### config.mk
export PLATFORM = sky130hd
export DESIGN_NAME = param_crc16_frame_engine_core
export DESIGN_NICKNAME = d
export VERILOG_FILES = /design/src/design/pcfe_pkg.sv /design/src/design/pcfe_cfg.sv /design/src/design/pcfe_fold.sv /design/src/design/param_crc16_frame_engine_core.sv
export VERILOG_INCLUDE_DIRS = /design/src /design/src/design
export SDC_FILE = /design/constraint.sdc
export NUM_CORES = 1
export LEC_CHECK = 0
export BUFFER_PORTS_ARGS = -buffer_cell sky130_fd_sc_hd__buf_2
export CAP_MARGIN = 20
export CORE_ASPECT_RATIO = 1.4
export CORE_MARGIN = 1.5
export CORE_UTILIZATION = 33
export CTS_CLUSTER_DIAMETER = 150
export DETAILED_ROUTE_END_ITERATION = 12
export SETUP_SLACK_MARGIN = 0.1
export SYNTH_ARGS = -nofsm -noshare
export SYNTH_HDL_FRONTEND = slang
export SYNTH_HIERARCHICAL = 1
export SYNTH_SLANG_ARGS = --single-unit
### constraint.sdc
create_clock -name clk -period 9.6 [get_ports clk]
set_input_delay 1.92 -clock clk [delete_from_list [all_inputs] [get_ports clk]]
set_output_delay 1.92 -clock clk [all_outputs]
set_load 0.02 [all_outputs]
### src/design/param_crc16_frame_engine_core_defines.svh
// Assertion macros shared by the CRC frame engine RTL.
`ifndef PARAM_CRC16_FRAME_ENGINE_CORE_DEFINES_SVH
`define PARAM_CRC16_FRAME_ENGINE_CORE_DEFINES_SVH

// Condition in the same cycle implies the consequence in that cycle.
`define PCFE_ASSERT_IMPL(label, ante, cons) \
	label: assert property (@(posedge clk) disable iff (!arst_n) (ante) |-> (cons)) \
		else $error("pcfe assertion failed");

// Condition in one cycle implies the consequence in the next cycle.
`define PCFE_ASSERT_NEXT(label, ante, cons) \
	label: assert property (@(posedge clk) disable iff (!arst_n) (ante) |=> (cons)) \
		else $error("pcfe assertion failed");

`endif

### src/design/pcfe_pkg.sv
// Types, constants and register codes of the CRC frame engine.
`default_nettype none

package pcfe_pkg;

	localparam int CRC_WIDTH = 16;

	typedef logic [CRC_WIDTH-1:0] crc_t;

	localparam int CFG_IDX_W = 3;
	localparam logic [CFG_IDX_W-1:0] CFG_POLY        = 3'd0;
	localparam logic [CFG_IDX_W-1:0] CFG_INIT_VALUE  = 3'd1;
	localparam logic [CFG_IDX_W-1:0] CFG_REFLECT_IN  = 3'd2;
	localparam logic [CFG_IDX_W-1:0] CFG_REFLECT_OUT = 3'd3;
	localparam logic [CFG_IDX_W-1:0] CFG_XOR_OUT     = 3'd4;

	localparam logic [15:0] POLY_RESET        = 16'h1021;
	localparam logic [15:0] INIT_RESET        = 16'hFFFF;
	localparam logic        REFLECT_IN_RESET  = 1'b1;
	localparam logic        REFLECT_OUT_RESET = 1'b1;
	localparam logic [15:0] XOR_OUT_RESET     = 16'hFFFF;

	localparam logic REQ_PAYLOAD = 1'b0;
	localparam logic REQ_CHECK   = 1'b1;

	localparam logic [1:0] PAYLOAD_SAT = 2'd2;

	typedef struct packed {
		logic [15:0] poly;
		logic [15:0] init_value;
		logic        reflect_in;
		logic        reflect_out;
		logic [15:0] xor_out;
	} cfg_t;

	typedef struct packed {
		logic       req_type;
		logic [7:0] data_byte;
		logic       frame_start;
	} req_t;

	typedef struct packed {
		logic [15:0] crc_value;
		logic        check_done;
		logic        check_ok;
	} rsp_t;

	typedef struct packed {
		crc_t       crc_register;
		logic [1:0] payload_count;
		logic       check_index;
		logic       check_mismatch;
	} state_t;

endpackage

`default_nettype wire

### src/design/pcfe_cfg.sv
// Configuration register file of the CRC frame engine.
`default_nettype none

module pcfe_cfg (
	input  wire logic                           clk,
	input  wire logic                           arst_n,
	input  wire logic                           wr_en,
	input  wire logic [pcfe_pkg::CFG_IDX_W-1:0] wr_index,
	input  wire logic [15:0]                    wr_data,
	output pcfe_pkg::cfg_t                      cfg
);

	pcfe_pkg::cfg_t cfg_q;

	always_ff @(posedge clk or negedge arst_n) begin
		if (!arst_n) begin
			cfg_q.poly        <= pcfe_pkg::POLY_RESET;
			cfg_q.init_value  <= pcfe_pkg::INIT_RESET;
			cfg_q.reflect_in  <= pcfe_pkg::REFLECT_IN_RESET;
			cfg_q.reflect_out <= pcfe_pkg::REFLECT_OUT_RESET;
			cfg_q.xor_out     <= pcfe_pkg::XOR_OUT_RESET;
		end else if (wr_en) begin
			unique case (wr_index)
				pcfe_pkg::CFG_POLY:        cfg_q.poly        <= wr_data;
				pcfe_pkg::CFG_INIT_VALUE:  cfg_q.init_value  <= wr_data;
				pcfe_pkg::CFG_REFLECT_IN:  cfg_q.reflect_in  <= wr_data[0];
				pcfe_pkg::CFG_REFLECT_OUT: cfg_q.reflect_out <= wr_data[0];
				pcfe_pkg::CFG_XOR_OUT:     cfg_q.xor_out     <= wr_data;
				default: ;
			endcase
		end
	end

	assign cfg = cfg_q;

endmodule

`default_nettype wire

### src/design/pcfe_fold.sv
// Combinational next-state and result logic for one item of the CRC engine.
`default_nettype none

module pcfe_fold (
	input  wire pcfe_pkg::cfg_t   cfg,
	input  wire pcfe_pkg::state_t state,
	input  wire pcfe_pkg::req_t   item,
	output pcfe_pkg::state_t      state_next,
	output pcfe_pkg::rsp_t        rsp
);

	function automatic logic [7:0] rev8(input logic [7:0] v);
		logic [7:0] r;
		for (int i = 0; i < 8; i++) begin
			r[i] = v[7-i];
		end
		return r;
	endfunction

	function automatic pcfe_pkg::crc_t finished(input pcfe_pkg::crc_t r,
			input logic refl, input logic [15:0] xo);
		pcfe_pkg::crc_t v;
		for (int i = 0; i < pcfe_pkg::CRC_WIDTH; i++) begin
			v[i] = refl ? r[pcfe_pkg::CRC_WIDTH-1-i] : r[i];
		end
		return v ^ pcfe_pkg::crc_t'(xo);
	endfunction

	pcfe_pkg::state_t s;
	pcfe_pkg::crc_t   poly_m;
	pcfe_pkg::crc_t   r;
	logic [7:0]       b;
	logic [31:0]      fin_ext;
	logic [7:0]       expect_byte;
	logic             done;
	logic             ok;

	always_comb begin
		s = state;
		done = 1'b0;
		ok = 1'b0;
		poly_m = pcfe_pkg::crc_t'(cfg.poly);
		if (item.frame_start) begin
			s.crc_register   = pcfe_pkg::crc_t'(cfg.init_value);
			s.payload_count  = '0;
			s.check_index    = 1'b0;
			s.check_mismatch = 1'b0;
		end
		b = cfg.reflect_in ? rev8(item.data_byte) : item.data_byte;
		// Byte goes into the top of the register, then eight shift steps.
		r = s.crc_register ^ (pcfe_pkg::crc_t'(b) << (pcfe_pkg::CRC_WIDTH - 8));
		for (int i = 0; i < 8; i++) begin
			if (r[pcfe_pkg::CRC_WIDTH-1]) begin
				r = (r << 1) ^ poly_m;
			end else begin
				r = r << 1;
			end
		end
		fin_ext = 32'(finished(s.crc_register, cfg.reflect_out, cfg.xor_out));
		expect_byte = s.check_index ? fin_ext[15:8] : fin_ext[7:0];
		if (item.req_type == pcfe_pkg::REQ_PAYLOAD) begin
			s.crc_register = r;
			if (s.payload_count != pcfe_pkg::PAYLOAD_SAT) begin
				s.payload_count = s.payload_count + 2'd1;
			end
			s.check_index    = 1'b0;
			s.check_mismatch = 1'b0;
		end else begin
			if (item.data_byte != expect_byte) begin
				s.check_mismatch = 1'b1;
			end
			if (!s.check_index) begin
				s.check_index = 1'b1;
			end else begin
				done = 1'b1;
				ok = !s.check_mismatch && (s.payload_count == pcfe_pkg::PAYLOAD_SAT);
				s.check_index    = 1'b0;
				s.check_mismatch = 1'b0;
			end
		end
		state_next = s;
	end

	logic [31:0] fin_out;

	assign fin_out = 32'(finished(state_next.crc_register, cfg.reflect_out, cfg.xor_out));
	assign rsp.crc_value  = fin_out[15:0];
	assign rsp.check_done = done;
	assign rsp.check_ok   = ok;

endmodule

`default_nettype wire

### src/design/param_crc16_frame_engine_core.sv
// Top level of the configurable CRC frame engine.
// The engine takes one item per clock cycle and returns one result per item: the item is
// captured in an input register, the full byte fold (eight polynomial steps as one XOR
// network), the check-byte compare and the finished-CRC reflect and XOR are computed in
// one pass, and the result lands in an output register. Throughput is set by that
// single-pass fold between the two registers; a stalled output holds the pipeline. The user
// must write configuration through the plain write port only while idle; it is unchecked.
`default_nettype none

module param_crc16_frame_engine_core (
	input  wire logic                           clk,
	input  wire logic                           arst_n,
	input  wire logic                           req_valid,
	output logic                                req_stall,
	input  wire pcfe_pkg::req_t                 req,
	output logic                                rsp_valid,
	input  wire logic                           rsp_stall,
	output pcfe_pkg::rsp_t                      rsp,
	input  wire logic                           wr_en,
	input  wire logic [pcfe_pkg::CFG_IDX_W-1:0] wr_index,
	input  wire logic [15:0]                    wr_data
);

`include "param_crc16_frame_engine_core_defines.svh"

	pcfe_pkg::cfg_t   cfg;
	pcfe_pkg::state_t state_q;
	pcfe_pkg::state_t state_next;
	pcfe_pkg::req_t   item_s1;
	logic             valid_s1;
	pcfe_pkg::rsp_t   rsp_comb;
	pcfe_pkg::rsp_t   rsp_s2;
	logic             rsp_valid_s2;
	logic             advance;
	logic             accept;

	pcfe_cfg u_cfg (
		.clk      (clk),
		.arst_n   (arst_n),
		.wr_en    (wr_en),
		.wr_index (wr_index),
		.wr_data  (wr_data),
		.cfg      (cfg)
	);

	pcfe_fold u_fold (
		.cfg        (cfg),
		.state      (state_q),
		.item       (item_s1),
		.state_next (state_next),
		.rsp        (rsp_comb)
	);

	// The held item moves on whenever the output register is free or being emptied.
	assign advance   = !rsp_valid_s2 || !rsp_stall;
	assign req_stall = valid_s1 && !advance;
	assign accept    = req_valid && !req_stall;

	always_ff @(posedge clk or negedge arst_n) begin
		if (!arst_n) begin
			valid_s1     <= 1'b0;
			rsp_valid_s2 <= 1'b0;
			state_q.crc_register   <= pcfe_pkg::crc_t'(pcfe_pkg::INIT_RESET);
			state_q.payload_count  <= '0;
			state_q.check_index    <= 1'b0;
			state_q.check_mismatch <= 1'b0;
		end else begin
			if (accept) begin
				valid_s1 <= 1'b1;
			end else if (advance) begin
				valid_s1 <= 1'b0;
			end
			if (advance) begin
				rsp_valid_s2 <= valid_s1;
			end
			if (advance && valid_s1) begin
				state_q <= state_next;
			end
		end
	end

	always_ff @(posedge clk) begin
		if (accept) begin
			item_s1 <= req;
		end
		if (advance && valid_s1) begin
			rsp_s2 <= rsp_comb;
		end
	end

	assign rsp_valid = rsp_valid_s2;
	assign rsp       = rsp_s2;

	`PCFE_ASSERT_NEXT(a_item_reaches_output, valid_s1 && advance, rsp_valid_s2)
	`PCFE_ASSERT_IMPL(a_ok_needs_done, rsp_valid_s2 && rsp_s2.check_ok, rsp_s2.check_done)
	`PCFE_ASSERT_IMPL(a_mismatch_only_mid_pair, !state_q.check_index, !state_q.check_mismatch)
	`PCFE_ASSERT_IMPL(a_count_saturates, 1'b1, state_q.payload_count != 2'd3)

endmodule

`default_nettype wire

== Yosys cells after proc, flatten, opt, wreduce, memory -nomap -nowiden ==
Index checks and enable logic that the tools add are counted.

* Register bits: 100
* Bits of input ports: 34
* Logic and storage cells: 107

* $add $sub $neg: 1
* Equality and inequality tests: 7
* Muxes and demuxes: 53
* Bitwise logic cells: 11
* Reductions and logical operators: 18

{| class="wikitable"
|+ Operators with widths
! kind !! count
|-
| bitwise XOR 16 bit || 11
|-
| two-way mux 16 bit || 8
|-
| two-way mux 1 bit || 39
|-
| two-way mux 20 bit || 1
|-
| two-way mux 18 bit || 1
|-
| two-way mux 8 bit || 2
|-
| AND reduction 2 bit || 6
|-
| != test 8 bit || 1
|-
| equality test 3 x 2 -> 1 bit (second input constant) || 2
|-
| zero test 1 bit || 5
|-
| logical AND 1 bit || 4
|-
| two-way mux 2 bit || 2
|-
| equality test 3 x 1 -> 1 bit (second input constant) || 1
|-
| equality test 3 bit (second input constant) || 1
|-
| zero test 3 bit || 1
|-
| adder 2 x 1 -> 2 bit (second input constant) || 1
|-
| equality test 2 bit (second input constant) || 1
|-
| != test 2 bit (second input constant) || 1
|-
| nonzero test 2 bit || 1
|-
| logical OR 1 bit || 1
|}

== Longest topological paths before layout ==
* Depth after elaboration: 21
* Depth in mapped cells: 19

== By module ==
Netlist, hierarchy kept.

{| class="wikitable"
|+ By module, submodules not included
! module !! times used !! cells an instance !! area each (um^2) !! sequential area each (um^2)
|-
| pcfe_fold || 1 || 590 || 4270.3 || 0.0
|-
| pcfe_cfg || 1 || 110 || 1990.7 || 1297.5
|-
| param_crc16_frame_engine_core || 1 || 78 || 1706.6 || 1411.4
|}

== Worst setup path after synthesis ==
No wires, ideal clock.

* Path type: register -> register
* Start: reg u_cfg.cfg_q (netlist bit u_cfg/cfg[17])
* End: reg rsp_s2 (netlist bit rsp[16]) (data pin)
* Library setup time: 0.257 ns
* Data arrival time: 4.742 ns
* Data required time: 9.343 ns
* Slack: 4.601 ns
* Stages on the path, launching flop included: 16
* Cell sequence: dfstp_2 buf_4 mux2i_1 xnor2_1 or4_1 a31o_1 a211oi_4 mux2i_1 xnor3_4 xnor3_2 xnor2_4 a211o_1 and3_1 xnor2_1 mux4_2 xor2_1

{| class="wikitable"
|+ RTL lines
! element !! RTL line !! source
|-
| from (decl) || pcfe_cfg.sv:13 || <nowiki>pcfe_pkg::cfg_t cfg_q;</nowiki>
|-
| to (signal assigned) || param_crc16_frame_engine_core.sv:87 || <nowiki>rsp_s2 <= rsp_comb;</nowiki>
|-
| to (decl) || param_crc16_frame_engine_core.sv:32 || <nowiki>pcfe_pkg::rsp_t rsp_s2;</nowiki>
|}

==> results list <==
- Status: finished, final reports clean
- Grouping stages by cell kind, the critical path spends the most delay in XOR/XNOR gates.
- Across the run, the number of max-cap violations was 0.
- Counting flops and latches in the post-synthesis netlist gives 100.
- In the final layout, the share of cells above drive strength 1 is 30.2%.
- From bottom edge to top edge, the die measures 187 um.
* Element type at the critical path end: flop
- Hold wc startpoint: valid_s1$_DFFE_PN0P_
- Area Growth Syn to Fin: 8.86%
- After the last flow step, the layout net total stands at 833.
* Critical path type: flop to flop
- Total routing resource utilization after global routing: 18.2%
* Routed wire length: 22300 um
- The congestion estimate from routability-driven global placement came to 0.947.
- The clock net in this run drives a total of 100 sinks.
* Clock latency reported for the late side of the worst-skew pair: 350 ps
- Initial antenna violation count: 0
- In the post-synthesis netlist, the biggest area contributors are dfstp_2, mux2_2, edfxtp_1.
- Number of gates resized after CTS: 0
* Sequential share of the synthesized area: 34.0%
- Vias per cell: 5.53
- Post-synthesis cell type with the largest combined area: dfstp_2
* Hold/Removal Path Class: flop to flop
- Worst Path Buf+Inv: 2
- Top cell types by occurrence after synthesis: xnor2_1, mux2_2, nand2_1
- Based on the critical path, the design can be clocked at up to 151 MHz.
* Fill cell count: 2446
- Maximum buffer depth of the clock tree: 2
* Cells along the critical path: buf_4 -> mux2i_4 -> xor2_2 -> nor3_1 -> nor4_1 -> buf_2 -> or2_2 -> nand2_1 -> xnor3_4 -> xnor2_2 -> a2bb2oi_1 -> o211ai_1 -> and3_1 -> xnor2_1 -> mux4_2 -> xor2_1
- OpenSTA, run right after detailed placement, puts the worst setup slack at 3140 ps.
- The routed layout has 6145 vias.
* Final HPWL from detailed placement: 16700 um
- Buffers inserted during clock tree synthesis total 9.
- The first detailed-routing pass ran for 5 iterations.
- Of the available clock period, the critical path in the final layout requires 68.9%.
- CP max-delay cell: o211ai_1
- Biggest fanout along the worst timing path: 23
- Cell row count: 67
* IO buf count: 53
- Wire length of the first global-routing pass: 34900 um
- Full die area: 25100 um^2
* Largest stage delay on the critical path: 910 ps
- Buffer type at the clock tree root: clkbuf_16
- The number of nets in the synthesized netlist is 814.
- Arr. time, crit path: 6720 ps
- The clock tree synthesis step divided the H-tree into 3 levels.
* Final Max Tran Viols: 0
- Averaged over all synthesized cells, the footprint is 10.2 um^2.
- For this run, the leading register cell type out of synthesis is dfstp_2.
* Post-CTS setup buffer count: 0
- The detail route stage leaves a number of antenna-violating nets equal to 0.
- The smallest clock period supported by the final layout is computed as 6610 ps.
- Number of flops mapped to enable cells by yosys: 28
- In the post-route analysis, the smallest setup slack over all paths is 2990 ps.
- For the worst setup path, the data required time is 9710 ps.
- TritonCTS built the clock tree.
- Final Hold Slack: 499 ps
- The top cell type by area accounts for 17.5% of the synthesized area.
- Hold Path Stages: 1
- Measured in cells, the most critical reg-to-reg path has a length of 16.
* Horizontal die dimension: 134 um
- Unrepaired setup endpoints after global routing: no
* R2R setup slack: 2990 ps
* Count of inserted antenna diode cells: 0
- Starting Density: 33.5%
- The endpoint identified for the worst register-to-register timing path is rsp[16]$_DFFE_PP_.
- Slew at the pin closest to its max-slew limit: 1080 ps
- The clock arrives with 9.26 ps of skew.
- Final setup fails: 0
- Number of DRC markers after the initial detailed-route iteration: 334
- After detailed routing, the average wire length per cell comes to 20.0 um.
* Final hold vios: 0
- Core area: 23800 um^2
* Most instantiated library cell after synthesis: xnor2_1
- In this run, distinct cell masters in the synthesized netlist total 88.
* Total Neg Setup Slack: 0 ps
* Type of origin of the critical path: flop
- Entering global routing, the biggest net connects 65 pins.
- Ys Warns: 6
- The via count of the first global-routing pass came to 6000.
- The synthesized netlist occupies a cell area of 7970 um^2.
- CTS Hold Bufs: 0
- GRT overflow: 0
- Worst slew margin relative to its limit: 28.0%
- The startpoint identified for the worst register-to-register timing path is item_s1[0]$_DFFE_PP_.
- After synthesis, the share of flip-flops with an asynchronous set or reset is 72.0%.
- Clock Pin Slew Worst Setup and Hold Paths: 70 ps
* Number of DRC violations after detailed routing: 0
* Count of mapped cells out of synthesis: 778
* Hold Path End: rsp_valid$_DFFE_PN0P_
* Top-level I/O count: 54
-- routing by layer --
metal	up-vias	track usage, %	part of all wire (%)
met4	0	9.72	5.1
li1	2884	-	-
met1	3024	21.4	40
met2	179	32.2	52
met5	-	0	0
met3	58	1.98	3.6
-- kinds of logic (layout without fill, tap and decap cells) --
| kind of cell | Yosys count | in the layout | synth area share (%) |
|---|---|---|---|
| adder cells (fa/ha/maj) | 2 | 2 | 0.314 |
| XOR/XNOR | 127 | 127 | 16.8 |
| AO/OA/AOI/OAI | 156 | 156 | 14.8 |
| multiplexers | 118 | 118 | 16.7 |
| flip-flops | 100 | 100 | 34.0 |
| AND/OR/NAND/NOR | 201 | 201 | 12.7 |
| buffers and inverters | 74 | 98 | 4.63 |
-- through the flow --
step | cell area [um^2] | instances | util, %
2_1_floorplan | 7970 | 778 | -
3_3_place_gp | 8390 | 1095 | 35.2
3_5_place_dp | 8400 | 1096 | 35.3
4_1_cts | 8670 | 1112 | 36.4
5_1_grt | 8670 | 1112 | 36.4
6_report | 8670 | 1112 | 36.4
-- cell type report --
class	count	area (um^2)	area share, %
flip-flops and latches	100	2710	31.2
well taps	310	388	4.47
repair buffers	63	338	3.89
inverters	19	71.3	0.822
clock inverters	5	35.0	0.404
clock buffers	11	243	2.80
multi-input cells	604	4890	56.4
-- sequential cells by signal (all words and copies together) (netlist names) --
signal / count
u_cfg/cfg: 50
state_q: 20
rsp: 18
item_s1: 10
rsp_valid: 1
valid_s1: 1
-- how the worst max path moves through the flow --
stage / depth (start not counted) / startpoint / end / slack (ps)
final: 16 / item_s1[0]$_DFFE_PP_ / rsp[16]$_DFFE_PP_ / 2990
after global routing: 17 / item_s1[0]$_DFFE_PP_ / rsp[9]$_DFFE_PP_ / 2440
after CTS: 16 / item_s1[0]$_DFFE_PP_ / rsp[16]$_DFFE_PP_ / 3100
after detailed placement: 16 / item_s1[0]$_DFFE_PP_ / rsp[16]$_DFFE_PP_ / 3140
after global placement: 15 / item_s1[0]$_DFFE_PP_ / rsp[3]$_DFFE_PP_ / 2940
after floorplan: 15 / u_cfg/cfg[17]$_DFFE_PN1P_ / rsp[16]$_DFFE_PP_ / 4600
-- cells in the final DEF (no fill, tap or decap), drive strengths merged, types with 20 or more instances in the layout --
cell type / instances
a21oi: 24
buf: 63
dfstp: 53
edfxtp: 28
mux2: 78
mux2i: 38
nand2: 74
nand3: 20
nor2: 31
o21ai: 36
xnor2: 96
Power is not shown: default switching activity piles up to over one toggle a cycle in this logic, so the estimate is an artifact.
